===== src/rtl/hdg_pkg.sv =====
// Shared types and constants of the hand dwell gesture detector.
// No dependencies.
`timescale 1ns / 1ps
`default_nettype none

package hdg_pkg;

   localparam int TRAIL_LEN  = 20;
   localparam int HEAD_W     = $clog2(TRAIL_LEN);
   localparam int FILL_W     = $clog2(TRAIL_LEN + 1);
   localparam int POS_W      = $clog2(2 * TRAIL_LEN);

   localparam int COL_W      = 10;
   localparam int ROW_W      = 9;
   localparam int DEPTH_W    = 13;
   localparam int DIST_W     = 23;
   localparam int HOLD_FR_W  = 8;
   localparam int HOLD_W     = 10;
   localparam int SQC_W      = 2 * COL_W;
   localparam int SQR_W      = 2 * ROW_W;
   // 9*dc^2 + 16*dr^2 fits in 2*COL_W + 5 bits
   localparam int SUM_W      = 2 * COL_W + 5;

   localparam int CSR_IDX_W  = 3;
   localparam int CSR_DATA_W = 23;

   localparam logic [CSR_IDX_W-1:0] CSR_DIST_LIMIT  = 3'd0;
   localparam logic [CSR_IDX_W-1:0] CSR_HOLD_FRAMES = 3'd1;
   localparam logic [CSR_IDX_W-1:0] CSR_TOP_ROWS    = 3'd2;
   localparam logic [CSR_IDX_W-1:0] CSR_LEFT_COLS   = 3'd3;
   localparam logic [CSR_IDX_W-1:0] CSR_RIGHT_COLS  = 3'd4;

   localparam logic [1:0] GEST_NONE      = 2'd0;
   localparam logic [1:0] GEST_TOP_LEFT  = 2'd1;
   localparam logic [1:0] GEST_TOP_RIGHT = 2'd2;

   localparam logic [HOLD_W-1:0] HOLD_MAX = '1;

   typedef struct packed {
      logic [DIST_W-1:0]    dist_limit;
      logic [HOLD_FR_W-1:0] hold_frames;
      logic [ROW_W-1:0]     top_rows;
      logic [COL_W-1:0]     left_cols;
      logic [COL_W-1:0]     right_cols;
   } hdg_cfg_type;

   typedef struct packed {
      logic [COL_W-1:0] col;
      logic [ROW_W-1:0] row;
   } hdg_point_type;

   typedef struct packed {
      hdg_point_type lhand;
      hdg_point_type rhand;
   } hdg_entry_type;

   typedef struct packed {
      logic b_load;
      logic out_load;
   } hdg_ctl_type;

endpackage

`default_nettype wire


===== src/rtl/hand_dwell_gesture_detector_core.sv =====
// An accepted request beat passes through stage A (trail read), stage B (squares) and the
// response register (hold update) to its response beat. Throughput: one frame per cycle
// unless rsp_ready stalls; the trail memory is read and written once per frame.
// Reset: synchronous, active high; clears the trail fill and head, hold counters and
// stage valids, and reloads the configuration defaults. Trail contents need no clearing.
`timescale 1ns / 1ps
`default_nettype none

module hand_dwell_gesture_detector_core (
   input  wire                           clock,
   input  wire                           reset,
   input  wire                           req_valid,
   output logic                          req_ready,
   input  wire [hdg_pkg::COL_W-1:0]      req_spine_col,
   input  wire [hdg_pkg::ROW_W-1:0]      req_spine_row,
   input  wire [hdg_pkg::DEPTH_W-1:0]    req_spine_depth,
   input  wire [hdg_pkg::COL_W-1:0]      req_lhand_col,
   input  wire [hdg_pkg::ROW_W-1:0]      req_lhand_row,
   input  wire [hdg_pkg::DEPTH_W-1:0]    req_lhand_depth,
   input  wire [hdg_pkg::COL_W-1:0]      req_rhand_col,
   input  wire [hdg_pkg::ROW_W-1:0]      req_rhand_row,
   input  wire [hdg_pkg::DEPTH_W-1:0]    req_rhand_depth,
   output logic                          rsp_valid,
   input  wire                           rsp_ready,
   output logic                          rsp_left_in_range,
   output logic                          rsp_right_in_range,
   output logic [1:0]                    rsp_left_gesture,
   output logic [1:0]                    rsp_right_gesture,
   input  wire                           csr_we,
   input  wire [hdg_pkg::CSR_IDX_W-1:0]  csr_index,
   input  wire [hdg_pkg::CSR_DATA_W-1:0] csr_wdata
);
   import hdg_pkg::*;

   hdg_cfg_type   cfg_ff;
   hdg_entry_type trail_mem [TRAIL_LEN];
   hdg_entry_type rd_ff, wr_entry;
   hdg_entry_type a_cur_ff;
   hdg_point_type l_old, r_old;

   logic [FILL_W-1:0] fill_ff, fill_in;
   logic [HEAD_W-1:0] head_ff, head_in, slot, slot_adv;
   logic [POS_W-1:0]  pos;
   logic              full;
   logic              accept;
   logic              l_in, r_in;
   logic              a_v_ff, a_first_ff, a_lin_ff, a_rin_ff;
   logic              b_v_ff, b_free, a_free;
   logic              rsp_valid_ff;
   hdg_ctl_type       ctl;

   // configuration writes
   always_ff @(posedge clock) begin
      if (reset) begin
         cfg_ff.dist_limit  <= DIST_W'(1474);
         cfg_ff.hold_frames <= HOLD_FR_W'(30);
         cfg_ff.top_rows    <= ROW_W'(48);
         cfg_ff.left_cols   <= COL_W'(64);
         cfg_ff.right_cols  <= COL_W'(576);
      end else if (csr_we) begin
         unique case (csr_index)
            CSR_DIST_LIMIT:  cfg_ff.dist_limit  <= csr_wdata[DIST_W-1:0];
            CSR_HOLD_FRAMES: cfg_ff.hold_frames <= csr_wdata[HOLD_FR_W-1:0];
            CSR_TOP_ROWS:    cfg_ff.top_rows    <= csr_wdata[ROW_W-1:0];
            CSR_LEFT_COLS:   cfg_ff.left_cols   <= csr_wdata[COL_W-1:0];
            CSR_RIGHT_COLS:  cfg_ff.right_cols  <= csr_wdata[COL_W-1:0];
            default: ;
         endcase
      end
   end

   // stage flow: each stage loads when the one after it is free or moving
   always_comb begin
      ctl.out_load = b_v_ff && (!rsp_valid_ff || rsp_ready);
      b_free       = !b_v_ff || ctl.out_load;
      ctl.b_load   = a_v_ff && b_free;
      a_free       = !a_v_ff || ctl.b_load;
      req_ready    = a_free;
      accept       = req_valid && a_free;
   end

   // trail ring addressing; both hands share fill and head
   always_comb begin
      full     = (fill_ff == FILL_W'(TRAIL_LEN));
      pos      = POS_W'(head_ff) + POS_W'(fill_ff);
      if (full) begin
         slot = head_ff;
      end else if (pos >= POS_W'(TRAIL_LEN)) begin
         slot = HEAD_W'(pos - POS_W'(TRAIL_LEN));
      end else begin
         slot = HEAD_W'(pos);
      end
      slot_adv = (slot == HEAD_W'(TRAIL_LEN - 1)) ? '0 : slot + 1'b1;
      head_in  = full ? slot_adv : head_ff;
      fill_in  = full ? fill_ff : fill_ff + 1'b1;
      l_in     = (req_lhand_row < req_spine_row) && (req_lhand_depth < req_spine_depth);
      r_in     = (req_rhand_row < req_spine_row) && (req_rhand_depth < req_spine_depth);
      wr_entry.lhand.col = req_lhand_col;
      wr_entry.lhand.row = req_lhand_row;
      wr_entry.rhand.col = req_rhand_col;
      wr_entry.rhand.row = req_rhand_row;
   end

   always_ff @(posedge clock) begin
      if (reset) begin
         fill_ff <= '0;
         head_ff <= '0;
      end else if (accept) begin
         fill_ff <= fill_in;
         head_ff <= head_in;
      end
   end

   // write the new point and read the oldest; the addresses differ except on the
   // first frame, where the current point stands in for the read
   always_ff @(posedge clock) begin
      if (accept) begin
         trail_mem[slot] <= wr_entry;
         rd_ff           <= trail_mem[head_in];
      end
   end

   always_ff @(posedge clock) begin
      if (accept) begin
         a_cur_ff   <= wr_entry;
         a_first_ff <= (fill_ff == '0);
         a_lin_ff   <= l_in;
         a_rin_ff   <= r_in;
      end
   end

   always_ff @(posedge clock) begin
      if (reset) begin
         a_v_ff       <= 1'b0;
         b_v_ff       <= 1'b0;
         rsp_valid_ff <= 1'b0;
      end else begin
         if (a_free) begin
            a_v_ff <= accept;
         end
         if (b_free) begin
            b_v_ff <= ctl.b_load;
         end
         if (!rsp_valid_ff || rsp_ready) begin
            rsp_valid_ff <= ctl.out_load;
         end
      end
   end

   always_comb begin
      l_old = a_first_ff ? a_cur_ff.lhand : rd_ff.lhand;
      r_old = a_first_ff ? a_cur_ff.rhand : rd_ff.rhand;
   end

   hdg_hand u_left (
      .clock        (clock),
      .reset        (reset),
      .ctl          (ctl),
      .cfg          (cfg_ff),
      .cur          (a_cur_ff.lhand),
      .old          (l_old),
      .in_range     (a_lin_ff),
      .rsp_in_range (rsp_left_in_range),
      .rsp_gesture  (rsp_left_gesture)
   );

   hdg_hand u_right (
      .clock        (clock),
      .reset        (reset),
      .ctl          (ctl),
      .cfg          (cfg_ff),
      .cur          (a_cur_ff.rhand),
      .old          (r_old),
      .in_range     (a_rin_ff),
      .rsp_in_range (rsp_right_in_range),
      .rsp_gesture  (rsp_right_gesture)
   );

   assign rsp_valid = rsp_valid_ff;

endmodule

`default_nettype wire


===== src/rtl/hdg_hand.sv =====
// One hand lane: distance squares, hold counter and corner gesture decode.
// Depends on hdg_pkg.
`timescale 1ns / 1ps
`default_nettype none

module hdg_hand (
   input  wire                   clock,
   input  wire                   reset,
   input  hdg_pkg::hdg_ctl_type  ctl,
   input  hdg_pkg::hdg_cfg_type  cfg,
   input  hdg_pkg::hdg_point_type cur,
   input  hdg_pkg::hdg_point_type old,
   input  wire                   in_range,
   output logic                  rsp_in_range,
   output logic [1:0]            rsp_gesture
);
   import hdg_pkg::*;

   logic [COL_W-1:0]  dc;
   logic [ROW_W-1:0]  dr;
   logic [SQC_W-1:0]  sqc_in, sqc_ff;
   logic [SQR_W-1:0]  sqr_in, sqr_ff;
   hdg_point_type     pt_ff;
   logic              in_ff;
   logic [SUM_W-1:0]  span;
   logic [HOLD_W-1:0] hold_ff, hold_in;
   logic [1:0]        gesture_in;

   always_comb begin
      dc     = (cur.col > old.col) ? cur.col - old.col : old.col - cur.col;
      dr     = (cur.row > old.row) ? cur.row - old.row : old.row - cur.row;
      sqc_in = SQC_W'(dc) * SQC_W'(dc);
      sqr_in = SQR_W'(dr) * SQR_W'(dr);
   end

   always_ff @(posedge clock) begin
      if (ctl.b_load) begin
         sqc_ff <= sqc_in;
         sqr_ff <= sqr_in;
         pt_ff  <= cur;
         in_ff  <= in_range;
      end
   end

   always_comb begin
      span = (SUM_W'(sqc_ff) << 3) + SUM_W'(sqc_ff) + (SUM_W'(sqr_ff) << 4);
      if (!in_ff) begin
         hold_in = '0;
      end else if (span <= SUM_W'(cfg.dist_limit)) begin
         hold_in = (hold_ff == HOLD_MAX) ? hold_ff : hold_ff + 1'b1;
      end else begin
         hold_in = '0;
      end
      gesture_in = GEST_NONE;
      if (in_ff && hold_in > HOLD_W'(cfg.hold_frames) && pt_ff.row < cfg.top_rows) begin
         // top-left wins when both corners overlap
         if (pt_ff.col < cfg.left_cols) begin
            gesture_in = GEST_TOP_LEFT;
         end else if (pt_ff.col > cfg.right_cols) begin
            gesture_in = GEST_TOP_RIGHT;
         end
      end
   end

   always_ff @(posedge clock) begin
      if (reset) begin
         hold_ff <= '0;
      end else if (ctl.out_load) begin
         hold_ff <= hold_in;
      end
   end

   always_ff @(posedge clock) begin
      if (ctl.out_load) begin
         rsp_in_range <= in_ff;
         rsp_gesture  <= gesture_in;
      end
   end

endmodule

`default_nettype wire


===== config.mk =====
export PLATFORM = sky130hd
export DESIGN_NAME = hand_dwell_gesture_detector_core
export DESIGN_NICKNAME = d
export VERILOG_FILES = /design/src/rtl/hdg_pkg.sv /design/src/rtl/hand_dwell_gesture_detector_core.sv /design/src/rtl/hdg_hand.sv
export SDC_FILE = /design/constraint.sdc
export NUM_CORES = 2
export LEC_CHECK = 0
export BUFFER_PORTS_ARGS = -buffer_cell sky130_fd_sc_hd__buf_4
export CAP_MARGIN = 10
export CORE_MARGIN = 2
export CORE_UTILIZATION = 59
export DETAILED_ROUTE_END_ITERATION = 12
export PLACE_DENSITY = 0.86
export SYNTH_ARGS = -nofsm -noshare
export SYNTH_HDL_FRONTEND = slang
export SYNTH_HIERARCHICAL = 1
export SYNTH_SLANG_ARGS = --single-unit
export TNS_END_PERCENT = 20

===== constraint.sdc =====
create_clock -name clock -period 13.5 [get_ports clock]
set_input_delay 2.7 -clock clock [delete_from_list [all_inputs] [get_ports clock]]
set_output_delay 2.7 -clock clock [all_outputs]
set_load 0.005 [all_outputs]

Yosys cells after proc, flatten, opt, wreduce, memory -nomap -nowiden
Memories as Yosys holds them, arrays and structs flattened. A register that Yosys moved wholly into a read port is not among the register bits.
Cells that the tools add are included.
{"block": "totals", "in_bits": 127, "mem_count": 1, "out_inout_bits": 8, "ramBits": 760, "wordCells": 135, "reg_bits": 256}
{"block": "op_classes", "bitwise": 3, "reduce_logical": 25, "eq_ne": 8, "magnitude_cmp": 19, "addsub": 18, "muxes": 22, "n_mul": 4}
{"name": "trail_mem", "depth": 20, "width": 38, "rd": 1, "rd_clocked_by_memory_dff": 1, "wr": 1, "line_no": "hand_dwell_gesture_detector_core.sv:36", "source": "hdg_entry_type trail_mem [TRAIL_LEN];"}
{"op": "10-bit two-way mux", "n": 8}
{"op": "25-bit by 22-bit adder with 25-bit output", "n": 2}
{"op": "25-bit by 23-bit less-or-equal comparator with 1-bit output", "n": 2}
{"op": "23-bit by 20-bit adder with 24-bit output", "n": 2}
{"op": "10-bit greater-than comparator", "n": 4}
{"op": "10-bit by 10-bit multiplier with 20-bit output", "n": 2}
{"op": "10-bit subtractor", "n": 4}
{"op": "19-bit two-way mux", "n": 2}
{"op": "9-bit < comparator", "n": 4}
{"op": "9-bit by 9-bit multiplier with 18-bit output", "n": 2}
{"op": "9-bit subtractor", "n": 4}
{"op": "13-bit < comparator", "n": 2}
{"op": "10-bit by 1-bit adder with 10-bit output (second input constant)", "n": 2}
{"op": "10-bit == test (second input constant)", "n": 2}
{"op": "10-bit by 8-bit greater-than comparator with 1-bit output", "n": 2}
{"op": "10-bit < comparator", "n": 2}
{"op": "5-bit two-way mux", "n": 4}
{"op": "9-bit greater-than comparator", "n": 2}
{"op": "9-bit two-way mux", "n": 2}
{"op": "2-bit AND reduction", "n": 6}
{"op": "5-bit by 1-bit adder with 5-bit output (second input constant)", "n": 2}
{"op": "5-bit == test (second input constant)", "n": 2}
{"op": "1-bit logical AND", "n": 9}
{"op": "5-bit by 5-bit adder with 6-bit output", "n": 1}
{"op": "13 further kinds", "n": 25}

Longest topological paths before layout
{"block": "depth", "word_depth": 10, "ltp_mapped": 37, "depth_no_buf": 36}

Hierarchy
Netlist, hierarchy kept.
{"mod": "hand_dwell_gesture_detector_core", "n_inst": 1, "cells_each": 2720, "seq_area_each_um2": 26655.6, "area_per_inst_um2": 42437.0}
{"mod": "hdg_hand at u_right", "n_inst": 1, "cells_each": 1261, "seq_area_each_um2": 1971.9, "area_per_inst_um2": 11304.6}
{"mod": "hdg_hand at u_left", "n_inst": 1, "cells_each": 1251, "seq_area_each_um2": 1971.9, "area_per_inst_um2": 11294.6}

Least setup slack after synthesis
OpenSTA, ideal clock, no wires.
{"block": "synth_timing", "path_type": "input -> register", "start": "input rsp_ready", "end": "register u_left.in_ff, enable pin", "cell_stages": 2, "required_ns": 12.746, "path_buffers": 0, "arrival_ns": 10.885, "setup_ns": 0.754, "setup_slack_ns": 1.861, "path_cell_list": "nor2b_1 a21boi_0"}
{"element": "from (decl)", "line_no": "hand_dwell_gesture_detector_core.sv:24", "source": "input wire rsp_ready,"}
{"element": "to (signal assigned)", "line_no": "hdg_hand.sv:41", "source": "in_ff <= in_range;"}
{"element": "to (decl)", "line_no": "hdg_hand.sv:24", "source": "logic in_ff;"}

==> metrics.md <==
| Metric | Value |
|---|---|
| Post-DRT Antenna Nets | `0` |
| Wire per inst | `22.0 um` |
| Die Span X | `336 um` |
| Dpl cell area | `0.0673 sq mm` |
| Sink Count | `1050` |
| Placed Cells | `6662` |
| Number of synthesized flops with an enable pin | `957` |
| CTS tree | `done` |
| Ranking of synthesized cells by area | `edfxtp_1 (44%), mux2i_1 (9.7%), ha_1 (8.8%)` |
| IO Count | `135` |
| Tmin final | `9930 ps` |
| GR Util met1 | `34.7%` |
| Setup Skew | `39.9 ps` |
| Clk buf depth | `3` |
| Hold path depth | `2` |
| Final period utilization | `73.6%` |
| RSZ-0062 raised after global routing | `false` |
| Die area | `0.113 sq mm` |
| Initial antenna violation count | `2` |
| Slowest CP cell | `edfxtp_1` |
| FF+latch count, synth | `1050` |
| Register area share after synthesis | `47.0%` |
| Vias per cell | `6.22` |
| Root Buffer | `clkbuf_16` |
| DRC viols | `0` |
| Worst setup EP type | `flip-flop` |
| Fin Setup TNS | `0 ps` |
| Starting DRC count in detailed routing | `4387` |
| Setup CP Type | `flip-flop to flip-flop` |
| Top cell type by total area after synthesis | `edfxtp_1` |
| PortBufs | `124` |
| Mux contribution to synthesized area | `15.8%` |
| Top_reg_cell synth | `edfxtp_1` |
| CP Launch Type | `flip-flop` |
| Num CTS Buffers | `103` |
| Worst Path Required | `13920 ps` |
| Avg Inst Size Synth | `12.4 sq um` |
| Worst-Skew Late Latency | `710 ps` |
| R2R depth | `33` |
| Fillers | `7439` |
| Post-synthesis simple-gate area fraction | `7.17%` |
| Post-Syn Nets | `6014` |
| Site Rows | `121` |
| Busiest grt layer | `met2` |
| Hold WS | `477 ps` |
| Share of layout cells above drive strength 1 | `11.6%` |
| DIE HEIGHT | `336 um` |
| DRT Pass-1 Iters | `11` |
| Yosys warning count | `6` |
| First-pass GRT wire length | `236 mm` |
| Synth Area in Adders | `14.9%` |
| Post-CTS setup buffers | `0` |
| Actual slew at the worst max-slew pin | `1340 ps` |
| Outcome | `completed` |
| Post_cts resized | `0` |
| GP Congestion | `0.905` |
| Top cell type's share of synthesized area | `44.2%` |
| Largest family of logic cells by synthesized area | `multiplexers` |
| Final max-slew violation count | `0` |
| # hold bufs at CTS | `0` |
| Synth unique cells | `99` |
| Largest net degree at the start of global routing | `166` |
| Xor/xnor share of the synthesized area | `2.27%` |
| Most instantiated cells after synthesis | `edfxtp_1 (957), mux2i_1 (631), inv_1 (527)` |
| Grt met2 use | `45.6%` |
| Fmax achieved | `0.101 GHz` |
| Nets | `6073` |
| GRT Total Usage | `26.7%` |
| CP Max Fanout | `20` |
| Final hold vios | `0` |
| Setup-failing EPs final | `0` |
| Slew headroom | `10.4%` |
| Core ar. | `0.109 sq mm` |
| Hpwl dp | `97.9 mm` |
| Fin area | `0.0708 sq mm` |
| Final Non-Filler Cells | `6853` |
| P&R area growth vs syn | `8.82%` |
| CTS clk-pin slew, worst paths | `60 ps` |
| Post-Syn Area | `0.0650 sq mm` |
| Async SR Flop Fraction | `0%` |
| Slowest stage delay, CP | `960 ps` |
| Final wirelength | `151 mm` |
| Vias in the first global route | `43400` |
| Top-count cell post-synth | `edfxtp_1` |
| Compound-cell area share of the yosys netlist | `8.02%` |
| WP data arrival | `10350 ps` |
| Post-synthesis cell count | `5232` |
| Grt met3 use | `4.07%` |
| CTS HTree Levels | `3` |
| Worst Hold Class | `flip-flop to flip-flop` |
| Starting Density | `59.6%` |
| Number of max-cap violations | `0` |
| Global route total overflow | `0` |
| DR vias | `42600` |
## path summary, 6_finish.rpt
kind	to	slack (ps)	from
setup / recovery	u_left/sqr_ff[17]	3570	a_first_ff
hold / removal	cfg_ff[59]	480	cfg_ff[59]
setup reg to reg	u_left/sqr_ff[17]	3570	a_first_ff
hold reg to reg	cfg_ff[59]	480	cfg_ff[59]
## area by class of cell
cell class | count | area, sq um | share of cell area (%)
Multi-Input combinational cell | 3433 | 31600 | 44.6
Sequential cell | 1050 | 30600 | 43.2
Tap cell | 1476 | 1850 | 2.61
Clock buffer | 125 | 2690 | 3.80
Clock inverter | 65 | 747 | 1.06
Inverter | 530 | 1990 | 2.82
Antenna cell | 1 | 2.50 | 0.00354
Timing Repair Buffer | 173 | 1340 | 1.89
## metrics by stage
stage / utilization [%] / worst slack [ps]
after global placement: 61.7 / 3860
after detailed placement: 61.7 / 3690
after global routing: 64.8 / 2950
after floorplan: - / 1860
after CTS: 64.8 / 3650
final: 64.8 / 3570
## per-layer routing
layer | up-vias | share of wire (%)
li1 | 19200 | -
met1 | 21200 | 39
met2 | 1901 | 49
met3 | 392 | 7.9
met4 | 4 | 3.7
met5 | - | 0.019
## sequential cells by signal, summed over array words and instances (netlist names), 5 cells and up
signal / count
rd_ff: 38
head_ff: 5
u_right/hold_ff: 10
a_cur_ff: 38
u_left/hold_ff: 10
u_right/sqr_ff: 17
u_left/pt_ff: 19
trail_mem: 760
u_right/pt_ff: 19
u_left/sqr_ff: 17
cfg_ff: 60
u_right/sqc_ff: 19
fill_ff: 5
u_left/sqc_ff: 19
## layout by cell type (no fill, tap or decap), drive strengths merged, types with 8 or more instances in the layout
master     n
a211o      9
a211oi   133
a21boi    13
a21o      64
a21oi    291
a311oi    41
and2      12
and3      16
buf      173
bufinv    12
clkbuf   125
clkinv    45
dfxtp     93
edfxtp   957
fa       198
ha       457
inv      532
mux2      47
mux2i    631
mux4     152
nand2    310
nand2b    45
nand3     38
nand3b    18
nand4     37
nor2     325
nor2b     97
nor3      29
o2111ai    9
o211ai     8
o21a      46
o21ai    104
o21bai    16
or2       29
or3       12
xnor2    117
xor2      43
## critical path: cells and delay by family (launching register included)
| family | cells | cell delay, ps |
|---|---|---|
| fa+ha+maj | 6 | 2720 |
| compound gates | 11 | 2120 |
| simple gates | 7 | 1630 |
| flops | 1 | 960 |
| mux | 2 | 810 |
| xor+xnor | 2 | 780 |
| buf+inv | 5 | 640 |
## cells by family (layout without fill, tap and decap cells)
group / Yosys count / in the layout
flip-flops: 1050 / 1050
AND/OR/NAND/NOR: 993 / 993
multiplexers: 830 / 830
XOR/XNOR: 160 / 160
other: 0 / 1
buffers and inverters: 749 / 893
adder cells (fa/ha/maj): 655 / 655
AO/OA/AOI/OAI: 795 / 795
Power is not shown: default switching activity piles up to over one toggle a cycle in this logic, so the estimate is an artifact.
